==> config.mk <==
export PLATFORM = sky130hd
export DESIGN_NAME = sia_front
export DESIGN_NICKNAME = d
export VERILOG_FILES = /design/src/sv/sia_pkg.sv /design/src/sv/sia_front.sv
export SDC_FILE = /design/constraint.sdc
export NUM_CORES = 1
export LEC_CHECK = 0
export BUFFER_PORTS_ARGS = -buffer_cell sky130_fd_sc_hd__buf_4
export CORE_MARGIN = 1
export CORE_UTILIZATION = 45
export CTS_CLUSTER_DIAMETER = 100
export DETAILED_ROUTE_END_ITERATION = 12
export HOLD_SLACK_MARGIN = 0.08
export PLACE_DENSITY = 0.7
export SLEW_MARGIN = 10
export SYNTH_ARGS = -nofsm -noshare
export SYNTH_HDL_FRONTEND = slang
export SYNTH_SLANG_ARGS = --single-unit
==> constraint.sdc <==
create_clock -name clk -period 10.8 [get_ports clk]
set_input_delay 1.08 -clock clk [delete_from_list [all_inputs] [get_ports clk]]
set_output_delay 1.08 -clock clk [all_outputs]
set_load 0.01 [all_outputs]
==> src/sv/sia_pkg.sv <==
// Package of the signed integer arithmetic unit: operation codes, the back part's
// state type and sizing constants. Depends on nothing.
package sia_pkg;
  localparam int DATA_WIDTH_DEF = 64;
  localparam int IO_WIDTH = 64;
  localparam int QUEUE_DEPTH = 2;

  typedef enum logic [2:0] {
    OP_ADD = 3'd0, OP_SUB = 3'd1, OP_MUL = 3'd2, OP_DIV = 3'd3,
    OP_MOD = 3'd4, OP_REM = 3'd5, OP_POW = 3'd6, OP_BAD = 3'd7
  } op_t;

  typedef enum logic [3:0] {
    ST_IDLE = 4'b0001, ST_DIV = 4'b0010, ST_MUL = 4'b0100, ST_POW = 4'b1000
  } state_t;
endpackage

==> src/sv/sia_front.sv <==
// Front part: accepts items, narrows operands and pushes them into a queue.
// Depends on sia_pkg.
module sia_front import sia_pkg::*; #(
  parameter int DW = DATA_WIDTH_DEF
) (
  input  logic             clk,
  input  logic             rst_n,
  input  logic             start,
  output logic             busy,
  input  logic [2:0]       in_action,
  input  logic [IO_WIDTH-1:0] in_left_operand,
  input  logic [IO_WIDTH-1:0] in_right_operand,
  input  logic             pop,
  output logic             q_valid,
  output logic [2:0]       q_action,
  output logic [DW-1:0]    q_a,
  output logic [DW-1:0]    q_b
);
  logic [2:0]    act_r [QUEUE_DEPTH];
  logic [DW-1:0] a_r [QUEUE_DEPTH];
  logic [DW-1:0] b_r [QUEUE_DEPTH];
  logic          wp_r, rp_r, wp_nxt, rp_nxt;
  logic [1:0]    cnt_r, cnt_nxt;
  logic          push;

  assign busy = (cnt_r == 2'd2);
  assign push = start && !busy;
  assign q_valid = (cnt_r != 2'd0);
  assign q_action = act_r[rp_r];
  assign q_a = a_r[rp_r];
  assign q_b = b_r[rp_r];

  always_comb begin
    wp_nxt = push ? ~wp_r : wp_r;
    rp_nxt = (pop && q_valid) ? ~rp_r : rp_r;
    cnt_nxt = cnt_r + {1'b0, push} - {1'b0, pop && q_valid};
  end

  always_ff @(posedge clk) begin
    if (!rst_n) begin
      wp_r <= 1'b0;
      rp_r <= 1'b0;
      cnt_r <= 2'd0;
    end else begin
      wp_r <= wp_nxt;
      rp_r <= rp_nxt;
      cnt_r <= cnt_nxt;
    end
    if (push) begin
      act_r[wp_r] <= in_action;
      a_r[wp_r] <= in_left_operand[DW-1:0];
      b_r[wp_r] <= in_right_operand[DW-1:0];
    end
  end
endmodule

### Word level (Yosys, flattened, before mapping)

Memories as Yosys holds them, arrays and structs flattened. A register that Yosys moved wholly into a read port is not among the register bits.
Cells that the tools add are included.

| word-level totals | value |
|---|---|
| register bits after elaboration | 4 |
| memories | 3 |
| memory bits (writable) | 262 |

| cells by class | value |
|---|---|
| bitwise gates (word level) | 2 |
| equality and inequality tests | 1 |
| $add $sub $neg | 2 |
| reductions and logical operators | 4 |
| mux-type cells | 8 |

Memories:

| name | depth | width | read ports | clocked after memory_dff | wr ports | line | RTL |
|---|---|---|---|---|---|---|---|
| a_r | 2 | 64 | 1 | 1 | 1 | sia_front.sv:20 | `logic [DW-1:0] a_r [QUEUE_DEPTH];` |
| b_r | 2 | 64 | 1 | 1 | 1 | sia_front.sv:21 | `logic [DW-1:0] b_r [QUEUE_DEPTH];` |
| act_r | 2 | 3 | 1 | 1 | 1 | sia_front.sv:19 | `logic [2:0] act_r [QUEUE_DEPTH];` |

Operators with widths:

| cell | count |
|---|---|
| $mux 1 | 8 |
| $add 2x1->2 | 1 |
| $eq 2x2->1 const B | 1 |
| $logic_and 1x1->1 | 2 |
| $not 1->1 | 2 |
| $reduce_bool 2->1 | 1 |
| $sub 2x1->2 | 1 |
| $logic_not 1->1 | 1 |

### Longest topological paths before layout

Gate-level depths: netlist of the first run.

| logic depth | value |
|---|---|
| depth after elaboration | 5 |
| depth in mapped cells | 8 |
| gate-level depth less buffers | 8 |

### Worst setup path before layout of the first run

Ideal clock, no wire load.

| path | value |
|---|---|
| kind | in2reg |
| from | in start |
| to | mem a_r[0][0] in the netlist's numbering, enable pin |
| path slack | 3.561 ns |
| buffers on the path | 0 |
| cell stages on the path | 2 |
| data arrival time | 6.616 ns |
| cell sequence | nand2_1 > nor2_1 |

| between the ends | value |
|---|---|
| longest elaborated chain between the ends | 3 |

RTL lines:

| item | line | RTL |
|---|---|---|
| start, declared | sia_front.sv:8 | `input logic start,` |
| $logic_and 1x1->1 | sia_front.sv:27 | `assign push = start && !busy;` |
| $mux 1 | sia_front.sv:49 | `if (push) begin` |
| $mux 1 (not written as such) | sia_front.sv:51 | `a_r[wp_r] <= in_left_operand[DW-1:0];` |
| end, declared | sia_front.sv:20 |  |

Every way passes these cells.

==> flow_metrics.env, run 1 <==
export IMPL_status="finished clean"
export IMPL_path_clk_slew_ns=0.06
export IMPL_drive_above_1_share_pct=59.2
export IMPL_postCtsSetupBuffers=0
export IMPL_grt_usage_pct=15.3
export IMPL_grt_pass1_wl_um=26800
export IMPL_worstPathMaxFanout=68
export IMPL_slew_headroom_pct=28.2
export IMPL_p_leak_nw=5.04
export IMPL_ys_flop_type="edfxtp_1"
export IMPL_rsz0062_at_grt="false"
export IMPL_period_share_pct=34.5
export IMPL_async_flop_share_pct=0
export IMPL_cts_buffers=27
export IMPL_criticalPathCategory="flip-flop to output pin"
export IMPL_synthTopCellsByArea="edfxtp_1 78%, mux2_4 13%, mux2_2 4.6%, buf_6 1.1%, dfxtp_1 0.99%"
export IMPL_wl_per_cell_um=18.2
export IMPL_cp_required_ns=9.72
export IMPL_p_per_area_nw_per_um2=226
export IMPL_synthTopCellsByCount="262 x edfxtp_1, 90 x mux2_4, 41 x mux2_2"
export IMPL_root_buffer="clkbuf_16"
export IMPL_syn_inst=434
export IMPL_clockBufferDepth=3
export IMPL_netlist_area_leader_share_pct=78.2
export IMPL_port_buffer_count=267
export IMPL_syn_area_um2=10100
export IMPL_vias=4962
export IMPL_nFillCells=1633
export IMPL_vias_per_cell=4.88
export IMPL_end_kind="output pin"
export IMPL_gp_congestion=0.739
export IMPL_dp_final_hpwl_um=12400
export IMPL_antenna_found_initial=0
export IMPL_min_delay_path_depth=2
export IMPL_fin_ws_ns=7.07
export IMPL_hp_class="flip-flop to flip-flop"
export IMPL_cts_max_level=1
export IMPL_first_global_vias=5117
export IMPL_dp_slack_ns=7.50
export IMPL_clock_skew_ns=0.0160
export IMPL_worst_slew_pin_slew_ns=1.08
export IMPL_dieArea_um2=23000
export IMPL_rr_worst_depth=3
export IMPL_hold_viol=0
export IMPL_finalCriticalPeriod_ns=3.73
export IMPL_n_antenna_cell=0
export IMPL_drtPass1Iterations=4
export IMPL_clkLatencyLatePin_ns=0.52
export IMPL_core_um2=21900
export IMPL_maxSlewViolCount=0
export IMPL_drc=0
export IMPL_ant_nets=0
export IMPL_area_growth_pct=29.9
export IMPL_critPathLaunchType="flip-flop"
export IMPL_drv_cap=0
export IMPL_initial_core_util_pct=46.0
export IMPL_syn_nets=571
export IMPL_ys_ff_latch=267
export IMPL_drt_total_wl_um=18500
export IMPL_boundaryPins=268
export IMPL_die_height_um=152
export IMPL_tritoncts="built"
export IMPL_row_count=54
export IMPL_grt_max_degree=74
export IMPL_grt_overflow_total=0
export IMPL_fin_nets=857
export IMPL_setup_tns_ns=0
export IMPL_synth_cell_types=19
export IMPL_placed_cells=971
export IMPL_power_w=0.00296
export IMPL_fmax_mhz=268
export IMPL_fin_util_pct=59.7
export IMPL_fin_cells=1017
export IMPL_cts_resized_gates=0
export IMPL_drtIter0Drc=186
export IMPL_cts_sinks=267
export IMPL_syn_area_per_cell_um2=23.2
export IMPL_dieWidth_um=152
export IMPL_finalSetupViolCount=0
export IMPL_yosysTopAreaCell="edfxtp_1"
export IMPL_yosysMostFrequentCell="edfxtp_1"
export IMPL_synth_yosys_seq_area_share_pct=79.2
export IMPL_yosys_warnings=0
export IMPL_critPathArrivalTime_ns=2.65
export IMPL_synth_edf_count=262
export IMPL_vdd_ir_drop_max_uv=149
export IMPL_holdBufCountCts=0
[state kept, by name (all words and copies together), names as in the netlist, named ones only]
register	flops
cnt_r	2
act_r	6
b_r	128
rp_r	1
wp_r	1
a_r	128
[worst paths after layout]
path,startpoint,end,slack (ns)
setup / recovery,flip-flop,q_a[63],7.07
hold / removal,rp_r,rp_r,0.54
setup reg to reg,cnt_r[0],b_r[1][23],8.11
hold reg to reg,rp_r,rp_r,0.54
[through the flow]
stage / instance area, um2 / hold WS (ns)
4_1_cts: 13100 / 0.544
3_3_place_gp: 12300 / 0.498
3_5_place_dp: 12300 / 0.532
2_1_floorplan: 10100 / 0.455
5_1_grt: 13100 / 0.557
6_report: 13100 / 0.543
[per-layer routing]
metal	routed length, um	vias up	part of all wire (%)	GRT usage (%)
met4	349	0	1.9	4.01
met5	0	-	0	0
met3	1800	32	9.7	4.79
met2	9230	199	50	26.5
li1	-	2286	-	-
met1	7170	2445	39	18.6
[cells in the final DEF, fill, tap and decap left out]
cell type and count:
mux2_2 41, ha_1 2, or2_2 1, edfxtp_1 262, mux2_4 90, clkbuf_16 27
nand2_1 2, xor2_1 1, nor2_1 3, and2_1 1, buf_4 272, dfxtp_4 1
xnor2_1 2, o21a_1 1, inv_1 3, clkinv_1 10, clkbuf_1 7, clkinv_2 2
nand2b_1 2, and3_4 1, dfxtp_1 4, mux2i_1 1, nor2_4 1
[power by group]
| group | leakage (nW) | switching, W | internal (W) | total, W |
|---|---|---|---|---|
| registers | 2.49 | 0.0000462 | 0.00130 | 0.00135 |
| clock network | 0.364 | 0.000352 | 0.000453 | 0.000804 |
| logic | 2.19 | 0.000359 | 0.000443 | 0.000802 |
[critical path: stages, from the launching register on]
cell     delay [ns]
dfxtp_4        0.59
buf_4          0.82
mux2_2         0.42
buf_4          0.14
[cell type report]
cell class              count  area [um2]  share of cell area, %
well taps                 280         350                   2.68
flip-flops and latches    267        7970                   61.0
multi-input cells         149        1950                   14.9
clock buffers              34         702                   5.37
clock inverters            12        47.5                  0.364
inverters                   3        11.3                 0.0861
repair buffers            272        2040                   15.6
[cell families after synthesis]
family,synth area share (%)
AOI/OAI and AO/OA,0.0746
xor gates and xnor gates,0.261
adders and majority gates,0.249
buffers and inverters,1.58
DFF,79.2
muxes,18.1
and+or+nand+nor,0.535
No activity file was read; power rests on OpenSTA's default activity.
==> run 2, diff against run 1 <==
Settings changed: ABC_AREA from default to 1.
Clock period 10.8 ns to 3.9 ns, I/O delays scaled along.
==> flow_metrics.env, run 2 <==
export IMPL_status="finished clean"
export IMPL_r2r_slack_ns=1.81
export IMPL_hold_viol=0
export IMPL_n_antenna_cell=0
export IMPL_first_global_vias=5966
export IMPL_critPathLaunchType="flip-flop"
export IMPL_drc=0
export IMPL_syn_area_um2=10100
export IMPL_clkLatencyLatePin_ns=0.52
export IMPL_cts_sinks=267
export IMPL_clockBufferDepth=3
export IMPL_yosys_area_share_adder_pct=0.248
export IMPL_synth_cell_types=13
export IMPL_fin_util_pct=66.2
export IMPL_initial_core_util_pct=46.0
export IMPL_final_cell_mix="269 x buf_4, 262 x edfxtp_1, 131 x dlygate4sd3_1"
export IMPL_cts_buffers=26
export IMPL_cts_max_level=1
export IMPL_stdcell_area_um2=14500
export IMPL_syn_inst=445
export IMPL_drv_cap=0
export IMPL_hp_class="input pin to flip-flop"
export IMPL_synth_yosys_seq_area_share_pct=79.1
export IMPL_r2r_end="a_r[1][52]"
export IMPL_vdd_ir_drop_max_uv=402
export IMPL_fin_cells=1160
export IMPL_fmax_mhz=437
export IMPL_clock_skew_ns=0.0143
export IMPL_antenna_found_initial=0
export IMPL_critPathArrivalTime_ns=1.90
export IMPL_vias=5533
export IMPL_placed_cells=982
export IMPL_period_share_pct=58.6
export IMPL_setup_tns_ns=0
export IMPL_slew_headroom_pct=34.6
export IMPL_p_per_area_nw_per_um2=584
export IMPL_finalCriticalPeriod_ns=2.29
export IMPL_finalSetupViolCount=0
export IMPL_worstPathMaxFanout=70
export IMPL_cts_resized_gates=0
export IMPL_tritoncts="built"
export IMPL_netlist_area_leader_share_pct=78.1
export IMPL_maxSlewViolCount=0
export IMPL_synth_xor_area_share_pct=0
export IMPL_area_growth_pct=43.9
export IMPL_grt_pass1_wl_um=30200
export IMPL_drtPass1Iterations=4
export IMPL_drtIter0Drc=207
export IMPL_die_height_um=152
export IMPL_dieWidth_um=152
export IMPL_synth_compound_area_share_pct=0.0994
export IMPL_synth_edf_count=262
export IMPL_ant_nets=0
export IMPL_dp_final_hpwl_um=12200
export IMPL_async_flop_share_pct=0
export IMPL_yosysMostFrequentCell="edfxtp_1"
export IMPL_p_leak_nw=5.65
export IMPL_grt_usage_pct=17.0
export IMPL_synth_simple_gate_area_share_pct=0.783
export IMPL_port_buffer_count=267
export IMPL_row_count=54
export IMPL_worst_hold_slack_ns=0.113
export IMPL_drt_total_wl_um=20200
export IMPL_yosysTopAreaCell="edfxtp_1"
export IMPL_synth_top_family_by_area="multiplexers"
export IMPL_drive_above_1_share_pct=49.9
export IMPL_syn_area_per_cell_um2=22.6
export IMPL_grt_overflow_total=0
export IMPL_criticalPathCategory="flip-flop to output pin"
export IMPL_path_clk_slew_ns=0.06
export IMPL_wl_per_cell_um=17.4
export IMPL_synthMuxAreaShare_pct=18.0
export IMPL_root_buffer="clkbuf_16"
export IMPL_synthTopCellsByArea="edfxtp_1 78%, mux2_4 13%, mux2_2 4.6%, buf_6 1.1%, dfxtp_1 0.99%"
export IMPL_r2r_start="cnt_r[0]"
export IMPL_reg_top3="a_r (128), b_r (128), act_r (6)"
export IMPL_cp_required_ns=3.51
export IMPL_synthTopCellsByCount="262 x edfxtp_1, 90 x mux2_4, 41 x mux2_2"
export IMPL_nFillCells=1479
export IMPL_grt_max_degree=78
export IMPL_yosys_warnings=0
export IMPL_gp_congestion=0.725
export IMPL_boundaryPins=268
export IMPL_post_dp_cell_area_um2=12400
export IMPL_fin_nets=998
export IMPL_rsz0062_at_grt="false"
export IMPL_dieArea_um2=23000
export IMPL_final_common_cell="buf_4"
export IMPL_worst_slew_pin_slew_ns=0.981
export IMPL_syn_nets=582
export IMPL_ys_ff_latch=267
export IMPL_vias_per_cell=4.77
export IMPL_endpoint="q_b[29]"
export IMPL_rr_worst_depth=5
export IMPL_ys_flop_type="edfxtp_1"
export IMPL_core_um2=21900
export IMPL_end_kind="output pin"
-- run 2: cell count changes in the layout (fill, tap and decap cells not counted), moves of 3 or more --
cell / previous run / this run
buf_12: 0 / 3
buf_4: 272 / 269
clkinv_1: 10 / 7
dlygate4sd3_1: 0 / 131
inv_1: 3 / 7
nand2_1: 2 / 9
nand3_1: 0 / 3
nor2_1: 3 / 7
-- run 2: through the flow --
step / power [W] / setup WS (ns)
final: 0.00847 / 1.61
after global routing: 0.00883 / 1.56
after CTS: 0.00855 / 1.59
after detailed placement: 0.00606 / 1.78
after global placement: 0.00600 / 1.89
after floorplan: 0.00513 / 0.297
-- run 2: kinds of logic after synthesis --
group,after synthesis
adders and majority gates,2
DFF,267
AOI/OAI and AO/OA,2
and+or+nand+nor,20
muxes,131
buffers and inverters,23
-- run 2: worst min-delay path by stage --
stage                     slack (ns)   from  depth (start not counted)   endpoint
after floorplan                 0.47   rp_r                          2  flip-flop
after global placement          0.48   rp_r                          2       rp_r
after detailed placement        0.50   rp_r                          2       rp_r
after CTS                       0.09  rst_n                          3   cnt_r[0]
after global routing            0.10  rst_n                          3   cnt_r[0]
final                           0.11  rst_n                          3   cnt_r[0]
-- run 2: critical path, stage by stage, from the launching register on --
cell,delay [ns]
dfxtp_4,0.37
buf_12,0.39
mux2_4,0.36
buf_4,0.15
-- run 2: power by group --
group	switching, W	total [W]	internal [W]
clock	0.000981	0.00237	0.00139
combinational	0.00107	0.00236	0.00129
sequential	0.000105	0.00374	0.00364
-- run 2: repair_timing --
item / CTS / global route
hold buffers: 131 / 0
buffers inserted: 0 / 0
hold endpoints to repair: 262 / 0
-- run 2: per-layer routing --
metal / vias to the layer above / global-route usage (%) / share of wire [%]
li1: 2582 / - / -
met1: 2718 / 19.6 / 38
met2: 197 / 31.5 / 53
met3: 36 / 3.89 / 7.1
met4: 0 / 4.65 / 1.9
met5: - / 0 / 0
-- run 2: layout make-up --
type | count | area [um2] | share of cell area [%]
clock inverter | 13 | 109 | 0.751
inverter | 8 | 35.0 | 0.242
timing repair buffer | 403 | 3390 | 23.4
multi-input combinational | 155 | 1930 | 13.3
clock buffer | 34 | 702 | 4.84
sequential | 267 | 7970 | 55.0
tap | 280 | 350 | 2.42
==> run 3, diff against run 2 <==
Settings changed: PLACE_DENSITY 0.7 to 0.73.
Clock period 3.9 ns to 2 ns, I/O delays scaled along.
==> flow_metrics.env, run 3 (synthesized netlist as in run 2, its figures left out) <==
export IMPL_status="finished clean"
export IMPL_initial_core_util_pct=46.0
export IMPL_drtPass1Iterations=4
export IMPL_grt_pass1_wl_um=30200
export IMPL_dieWidth_um=152
export IMPL_drive_above_1_share_pct=50.9
export IMPL_p_leak_nw=5.72
export IMPL_vias=5559
export IMPL_path_clk_slew_ns=0.06
export IMPL_fin_nets=1007
export IMPL_fin_cells=1170
export IMPL_drtIter0Drc=230
export IMPL_die_height_um=152
export IMPL_root_buffer="clkbuf_16"
export IMPL_criticalPathCategory="flip-flop to output pin"
export IMPL_first_global_vias=5883
export IMPL_dieArea_um2=23000
export IMPL_clock_skew_ns=0.00579
export IMPL_maxSlewViolCount=0
export IMPL_slew_headroom_pct=68.7
export IMPL_row_count=54
export IMPL_finalCriticalPeriod_ns=1.98
export IMPL_fmax_mhz=505
export IMPL_cts_buffers=27
export IMPL_antenna_found_initial=3
export IMPL_placed_cells=985
export IMPL_cp_required_ns=1.80
export IMPL_final_common_cell="buf_4"
export IMPL_power_switching_w=0.00428
export IMPL_clkLatencyLatePin_ns=0.51
export IMPL_drv_cap=0
export IMPL_nFillCells=1448
export IMPL_power_frac_seq_pct=43.8
export IMPL_end_kind="output pin"
export IMPL_wl_per_cell_um=17.7
export IMPL_worst_slew_pin_slew_ns=0.469
export IMPL_cts_max_level=1
export IMPL_clockBufferDepth=3
export IMPL_hp_class="input pin to flip-flop"
export IMPL_netSwitchingFraction_pct=25.6
export IMPL_core_um2=21900
export IMPL_area_growth_pct=45.6
export IMPL_tritoncts="built"
export IMPL_period_share_pct=99.1
export IMPL_power_frac_comb_pct=28.5
export IMPL_power_w=0.0167
export IMPL_drc=0
export IMPL_worstPathMaxFanout=34
export IMPL_boundaryPins=268
export IMPL_critPathArrivalTime_ns=1.78
export IMPL_vias_per_cell=4.75
export IMPL_vdd_ir_drop_max_uv=888
export IMPL_grt_max_degree=74
export IMPL_port_buffer_count=267
export IMPL_pwr_share_clk_pct=27.7
export IMPL_ant_nets=0
export IMPL_gp_congestion=0.750
export IMPL_cts_sinks=267
export IMPL_p_int_w=0.0124
export IMPL_drt_total_wl_um=20700
export IMPL_hold_viol=0
export IMPL_rsz0062_at_grt="true"
export IMPL_grt_usage_pct=17.3
export IMPL_grt_overflow_total=0
export IMPL_p_per_area_nw_per_um2=1140
export IMPL_critPathLaunchType="flip-flop"
export IMPL_finalSetupViolCount=0
export IMPL_dp_final_hpwl_um=13000
export IMPL_final_cell_mix="269 x buf_4, 262 x edfxtp_1, 134 x dlygate4sd3_1"
export IMPL_reg_top3="a_r (128), b_r (128), act_r (6)"
==> run 3: cell types whose count changed in the layout (fill, tap and decap cells not counted), sizes merged <==
cell and delta:
buf +5, clkbuf -2, clkinv +3, diode +2
dlygate4sd3 +3, inv -1
==> run 3: layout make-up <==
class                      instances  area [um2]  share of cell area (%)
antenna                            2        5.00                  0.0341
clock buffer                      32         694                    4.74
clock inverter                    15         116                   0.794
inverter                           8        33.8                   0.230
multi-input combinational        155        1950                    13.3
sequential                       267        7970                    54.4
tap                              280         350                    2.39
timing repair buffer             411        3540                    24.1
==> run 3: what timing repair did <==
action,in CTS,in global routing
buffers inserted,2,0
pin swaps,0,0
setup endpoints to repair,108,40
endpoints found under the hold margin,267,0
hold buffers,134,0
resized for setup,1,2
==> run 3: path summary, 6_finish.rpt <==
kind | startpoint | end | slack, ns | cells after the start
setup / recovery | flip-flop | q_a[19] | 0.02 | 3
hold / removal | in_left_operand[17] | a_r[1][17] | 0.40 | 2
setup reg to reg | cnt_r[1] | cnt_r[1] | 0.46 | 10
hold reg to reg | rp_r | rp_r | 0.52 | 2
==> run 3: through the flow <==
step           cell area, um2  hold slack [ns]  setup WS, ns  utilization, %  setup TNS, ns
2_1_floorplan           10100            0.293        -0.872               -        -224.64
3_3_place_gp            12500            0.384         0.465            57.0              0
3_5_place_dp            12500            0.387         0.453            57.0              0
4_1_cts                 14600            0.379      -0.00930            66.9        -0.0273
5_1_grt                 14700            0.389       -0.0408            67.0          -1.14
6_report                14700            0.405        0.0184            67.0              0
==> run 3: critical path: stages (launching register included) <==
cell and delay, ns:
dfxtp_4 0.46, buf_16 0.27, mux2_2 0.37, buf_4 0.14
==> run 3: layer usage <==
layer	global-route usage [%]	vias to the layer above	share of wire (%)
met3	4.19	42	6.4
met2	32.0	183	53
met4	5.40	2	2.3
met1	19.5	2732	38
met5	0	-	0.072
li1	-	2600	-
==> run 3: power groups by stage <==
| stage | clock (W) | combinational, W | sequential [W] |
|---|---|---|---|
| global route | 0.00495 | 0.00507 | 0.00739 |
| detailed placement | 0 | 0.00450 | 0.00746 |
| finish | 0.00463 | 0.00476 | 0.00732 |
| CTS | 0.00475 | 0.00478 | 0.00732 |
| floorplan | 0 | 0.00264 | 0.00739 |
| global placement | 0 | 0.00441 | 0.00740 |
